===== src/hdl/bitmap_block_allocator_assert.svh =====
// Assertion macros for the bitmap block allocator.
// Needs clk_i and rst_ni in the scope where a macro is used.
`ifndef BITMAP_BLOCK_ALLOCATOR_ASSERT_SVH
`define BITMAP_BLOCK_ALLOCATOR_ASSERT_SVH
`ifndef NO_ASSERTIONS
`define BBA_ASSERT(lbl, prop) \
  lbl: assert property (@(posedge clk_i) disable iff (!rst_ni) (prop)) \
    else $error("bitmap block allocator check failed");
`define BBA_ASSERT_IMPL(lbl, ante, cons) \
  lbl: assert property (@(posedge clk_i) disable iff (!rst_ni) (ante) |-> (cons)) \
    else $error("bitmap block allocator check failed");
`else
`define BBA_ASSERT(lbl, prop)
`define BBA_ASSERT_IMPL(lbl, ante, cons)
`endif
`endif


===== src/hdl/bba_pkg.sv =====
// Shared types and constants of the bitmap block allocator.
// No dependencies.
package bba_pkg;
  localparam int unsigned MaxBlocks = 4096;
  localparam int unsigned WordBits  = 32;
  localparam int unsigned NumWords  = MaxBlocks / WordBits;
  localparam int unsigned WaW       = $clog2(NumWords);
  localparam int unsigned BlkW      = $clog2(MaxBlocks);
  localparam int unsigned CntW      = BlkW + 1;
  localparam int unsigned BitW      = $clog2(WordBits);

  typedef logic [WordBits-1:0] word_t;
  typedef logic [WaW-1:0]      waddr_t;
  typedef logic [BlkW-1:0]     blk_t;
  typedef logic [CntW-1:0]     cnt_t;

  localparam word_t FullWord = '1;

  typedef enum logic [1:0] {
    KIND_ALLOC   = 2'd0,
    KIND_FREE    = 2'd1,
    KIND_TEST    = 2'd2,
    KIND_RESERVE = 2'd3
  } kind_e;
endpackage


===== src/hdl/bba_map.sv =====
// Usage bitmap memory: 128 x 32, registered read.
// Per-word valid flags make unwritten words read as all used. Uses bba_pkg.
module bba_map (
  input  logic            clk_i,
  input  logic            rst_ni,
  input  logic            clear_i,
  input  bba_pkg::waddr_t rd_addr_i,
  output bba_pkg::word_t  rd_data_o,
  input  logic            wr_en_i,
  input  bba_pkg::waddr_t wr_addr_i,
  input  bba_pkg::word_t  wr_data_i
);
  import bba_pkg::*;

  word_t                mem [NumWords];
  logic [NumWords-1:0]  vld_q;
  word_t                rdata_q;
  logic                 rvld_q;

  always_ff @(posedge clk_i) begin
    if (wr_en_i) begin
      mem[wr_addr_i] <= wr_data_i;
    end
    rdata_q <= mem[rd_addr_i];
  end

  always_ff @(posedge clk_i or negedge rst_ni) begin
    if (!rst_ni) begin
      vld_q  <= '0;
      rvld_q <= 1'b0;
    end else begin
      rvld_q <= vld_q[rd_addr_i];
      if (clear_i) begin
        vld_q <= '0;
      end else if (wr_en_i) begin
        vld_q[wr_addr_i] <= 1'b1;
      end
    end
  end

  assign rd_data_o = rvld_q ? rdata_q : FullWord;
endmodule


===== config.mk =====
export PLATFORM = sky130hd
export DESIGN_NAME = bba_map
export DESIGN_NICKNAME = d
export VERILOG_FILES = /design/src/hdl/bitmap_block_allocator_assert.svh /design/src/hdl/bba_pkg.sv /design/src/hdl/bba_map.sv
export SDC_FILE = /design/constraint.sdc
export NUM_CORES = 2
export LEC_CHECK = 0
export BUFFER_PORTS_ARGS = -buffer_cell sky130_fd_sc_hd__buf_4
export CAP_MARGIN = 15
export CORE_ASPECT_RATIO = 0.9
export CORE_MARGIN = 2
export CORE_UTILIZATION = 55
export CTS_CLUSTER_DIAMETER = 200
export DETAILED_ROUTE_END_ITERATION = 6
export PLACE_DENSITY = 0.77
export SLEW_MARGIN = 30
export SYNTH_ARGS = -nofsm -noshare
export SYNTH_HDL_FRONTEND = slang
export SYNTH_SLANG_ARGS = --single-unit

===== constraint.sdc =====
create_clock -name clk_i -period 5.3 [get_ports clk_i]
set_input_delay 0.53 -clock clk_i [delete_from_list [all_inputs] [get_ports clk_i]]
set_output_delay 0.53 -clock clk_i [all_outputs]
set_load 0.02 [all_outputs]

-- Yosys cells after proc, flatten, opt, wreduce, memory -nomap -nowiden
Memory sizes are Yosys's and may differ from the RTL's. A register that Yosys moved wholly into a read port is not among the register bits.
Index checks and enable logic that the tools add are counted.
- flip-flop bits (word level): 129
- RAM bits: 4096
- input bits: 50
- output and inout port bits: 32
- logic and storage cells: 18
- memories: 1
- memories (memory ; depth ; bits a word ; rd ports ; clocked after memory_dff ; write ports ; RTL line ; text):
    mem ; 128 ; 32 ; 1 ; 1 ; 1 ; bba_map.sv:15 ; word_t mem [NumWords];
- $lt $le $gt $ge: 3
- multiplexer cells: 9
- bitwise logic cells: 1
- reduce and logical (&&, ||, !) cells: 2
- operator list (kind ; count):
    128-bit two-way mux ; 2
    128-bit OR ; 1
    32-bit two-way mux ; 1
    7-bit by 8-bit less-than comparator with 1-bit output, second input constant ; 2
    1-bit binary-select mux with 7-bit select ; 1
    1-bit demux with 7-bit select ; 1
    7-bit by 1-bit greater-or-equal comparator with 1-bit output, second input constant ; 1
    1-bit two-way mux ; 4
    2-bit nonzero test ; 1
    1-bit logical AND ; 1

-- Logic depth before layout (Yosys ltp)
- depth after elaboration: 7
- mapped depth: 8
- mapped depth without buffers: 4

-- Worst setup path after synthesis
Ideal clock, no wire load.
- path kind: in2reg
- start: in wr_en_i
- end: mem mem[87][0] (netlist bit) (enable)
- arrival: 2.958 ns
- required time: 4.879 ns
- setup slack: 1.920 ns
- stages: 5
- path buffers: 2
- cells stage by stage: clkbuf_1 nand3b_1 or3b_2 clkbuf_1 nor2_1
- cells in the longest elaborated chain, start to end: 2
- RTL lines (what ; RTL line ; text):
    from (decl) ; bba_map.sv:9 ; input logic wr_en_i,
    1-bit two-way mux ; bba_map.sv:21 ; if (wr_en_i) begin
    1-bit two-way mux (implied by the code) ; bba_map.sv:22 ; mem[wr_addr_i] <= wr_data_i;
    to (decl) ; bba_map.sv:15 ;
No other way between the ends.

-- Worst setup path in the final report
- start: reg rvld_q
- end: out rd_data_o[0]
- cells in the longest elaborated chain, start to end: 1
- RTL lines (what ; RTL line ; text):
    from (decl) ; bba_map.sv:18 ; logic rvld_q;
    from (signal assigned) ; bba_map.sv:32 ; rvld_q <= vld_q[rd_addr_i];
    32-bit two-way mux ; bba_map.sv:41 ; assign rd_data_o = rvld_q ? rdata_q : FullWord;
    to (decl) ; bba_map.sv:8 ; output bba_pkg::word_t rd_data_o,
No other way between the ends.

==> reports/metrics.cfg <==
[clock_tree]
post-cts-setup-buffers=0
cts_buffers=416
root_buffer=clkbuf_16
clock-sinks=4257
clk_pin_slew_ns=0.06
h-tree-depth=5
cts_tree=built
clockBufferDepth=4
insertion_delay_ns=1.04

[layout]
nNetsFinal=7018
final_cell_area_um2=184000
area_growth_pct=13.8
drive_gt1_share_pct=35.1

[yosys]
synth.area.top_cells=edfxtp_1, mux4_2, dfrtp_1, nor2_1, clkbuf_1
synth_most_common_cell=edfxtp_1
avgSynthCellArea_um2=24.9
ys_warn_count=0
yosys.area_share.simple_pct=1.18
synth_seq_cells=4257
synth_top_family_by_area=multiplexers
synth_area_um2=162000
synth_edf_count=4096
syn_inst=6497
synth_cell_types=31
synth_compound_area_share_pct=0.0803
yosysSeqAreaShare_pct=78.3
synthAdderAreaFrac_pct=0
ys_async_sr_fraction_pct=3.03
synth_flop_cell=edfxtp_1
yosys.area_share.xor_xnor_pct=0
muxShareOfSynthArea_pct=19.5
ys_top_cells_by_count=edfxtp_1, mux4_2, nor2_1
syn_nets=6547
yosys.area.top_type_share_pct=75.9
yosysTopAreaCell=edfxtp_1

[place]
place_hpwl_mm=243
gp_congestion=0.853
placed_area_um2=171000
port_buffers=81

[floorplanning]
dieHeight_um=519
rows=189
dieArea_um2=299000
start_util_pct=55.1
io_pins=82
core_um2=294000
die-width_um=576

[hold_path]
min_path_type=input port to flip-flop

[timing]
fin_crit_ns=3.39
holdWs_ns=-0.000207
hold_viol_final=1
final.setup.tns_ns=0
grt_setup_unrepaired=no
setup_viol=0
worst_slew_pin_slew_ns=1.08
max_freq_mhz=295
slew_violations=0
relSlewSlack_pct=27.9
clock_skew_ns=0.0775
fin_crit_sh_pct=64.0

[routing]
drt_iter0_markers=16200
drtPass1Iterations=7
routedWlPerCell_um=41.5
drt-total-wl_mm=469
viasPerCell=7.14
vias=80700
final_antenna_net_count=0
drc_errors=12

[status]
violations=DRC, hold timing
status=finished, violations left

[worst_setup_path]
worstSetupStartpointType=flip-flop
end_kind=output port
worstSetupPathType=flip-flop to output port
worstPathArrival_ns=2.86
crit_fanout=19
required_ns=4.77

[global_routing]
gr-total-overflow=0
grt.total_usage_pct=30.9
grt_pass1_vias=80700
grt_antenna_before_repair=61
grt_max_degree=99
grt_pass1_wl_mm=639

[power_and_ir_drop]
leakage_uw=0.0575
power_density_nw_per_um2=383
vdd_drop_max_uv=396

[run]
max_cap_violations=0

==> cells in the final DEF, fill, tap and decap left out, types with 2 or more instances in the layout <==
| cell type | Yosys | final |
|---|---|---|
| and3b_1 | 2 | 2 |
| nor2_1 | 361 | 233 |
| clkbuf_1 | 213 | 96 |
| buf_12 | 0 | 44 |
| clkinvlp_4 | 0 | 12 |
| nand4bb_4 | 0 | 2 |
| clkinv_1 | 0 | 70 |
| bufinv_16 | 0 | 43 |
| inv_16 | 0 | 2 |
| nor2_4 | 0 | 128 |
| clkbuf_16 | 0 | 421 |
| nand2_1 | 2 | 2 |
| inv_6 | 0 | 6 |
| dfxtp_1 | 32 | 32 |
| clkinv_8 | 0 | 6 |
| dfrtp_1 | 129 | 129 |
| nand2b_1 | 32 | 32 |
| mux4_2 | 1386 | 1386 |
| nand4bb_1 | 6 | 3 |
| buf_16 | 0 | 32 |
| nor3b_2 | 0 | 2 |
| edfxtp_1 | 4096 | 4096 |
| nand3b_1 | 3 | 3 |
| mux2_2 | 33 | 33 |
| buf_4 | 1 | 328 |
| nor3b_1 | 4 | 2 |
| clkbuf_8 | 0 | 16 |
| nand4_1 | 3 | 3 |
| clkinv_2 | 0 | 82 |
| a21oi_1 | 24 | 24 |
| or4b_2 | 5 | 4 |
| nand4b_1 | 7 | 7 |
| buf_8 | 0 | 3 |
| diode_2 | 0 | 75 |
| dlygate4sd3_1 | 0 | 3 |
| buf_6 | 1 | 2 |
| or3b_2 | 4 | 4 |
==> cell type report <==
type                    count  area, um2
diodes                     75        188
clock buffers             533      11100
clock inverters           222       2250
fillers                 17800     109000
multi-input cells        1881      34600
flip-flops and latches   4257     127000
well taps                3915       4900
repair buffers            412       4320
==> flip-flops by register name, summed over array words and instances, names as in the netlist <==
| name | count |
|---|---|
| vld_q | 128 |
| rvld_q | 1 |
| rdata_q | 32 |
| mem | 4096 |
==> worst paths after layout <==
kind | endpoint | slack [ns] | start | depth (start not counted)
max in group asynchronous | vld_q[34]$_DFFE_PN0P_ | 3.94 | rst_ni | 4
max | rd_data_o[0] | 1.91 | rvld_q$_DFF_PN0_ | 3
min | mem[109][13]$_DFFE_PP_ | -0.0002 | wr_data_i[13] | 1
min reg2reg | vld_q[119]$_DFFE_PN0P_ | 0.49 | vld_q[119]$_DFFE_PN0P_ | 2
min in group asynchronous | vld_q[89]$_DFFE_PN0P_ | 0.31 | rst_ni | 2
max reg2reg | rdata_q[12]$_DFF_P_ | 2.57 | mem[100][12]$_DFFE_PP_ | 4
==> worst max-delay path: stages, from the launching register on <==
cell	delay (ns)
dfrtp_1	0.84
buf_4	0.50
nand2b_1	0.26
buf_4	0.23
==> metal layers <==
layer / routed length (um) / global-route usage, % / vias to the layer above
met5: 182 / 0 / -
met1: 150000 / 41.0 / 42400
li1: - / - / 29100
met4: 25400 / 13.9 / 28
met3: 70600 / 9.30 / 1281
met2: 223000 / 47.9 / 7918
==> kinds of logic (layout without fill, tap and decap cells) <==
kind of cell,after synthesis,after routing
compound gates,25,25
flops,4257,4257
buf+inv,359,1167
mux,1419,1419
other cells,0,75
simple gates,437,437
==> repair_timing <==
action                     4_1_cts  5_1_grt
hold buffers                     3        0
hold endpoints to repair        68        0
gates resized for setup          0        0
setup endpoints to repair        0        0
==> power by group <==
part	total (uW)	leakage (uW)	internal (uW)	switching (uW)
clock network	29700	0.00655	16900	12800
registers	37200	0.0389	37000	138
logic	3640	0.0120	1360	2280
total	70500	0.0575	55300	15200
==> metrics by stage <==
step	utilization [%]	setup slack [ns]	total power (uW)	hold WS (ns)	std cells
after floorplan	-	1.92	39600	0.234	6497
after global placement	57.8	1.26	41200	0.471	10400
after detailed placement	58.1	1.23	41300	0.479	10500
after CTS	62.6	1.89	70300	0.00161	11200
after global routing	62.7	1.99	71700	0.0363	11300
final	62.7	1.91	70500	-0.000207	11300
Note: power is estimated with default switching activity, not from simulation.
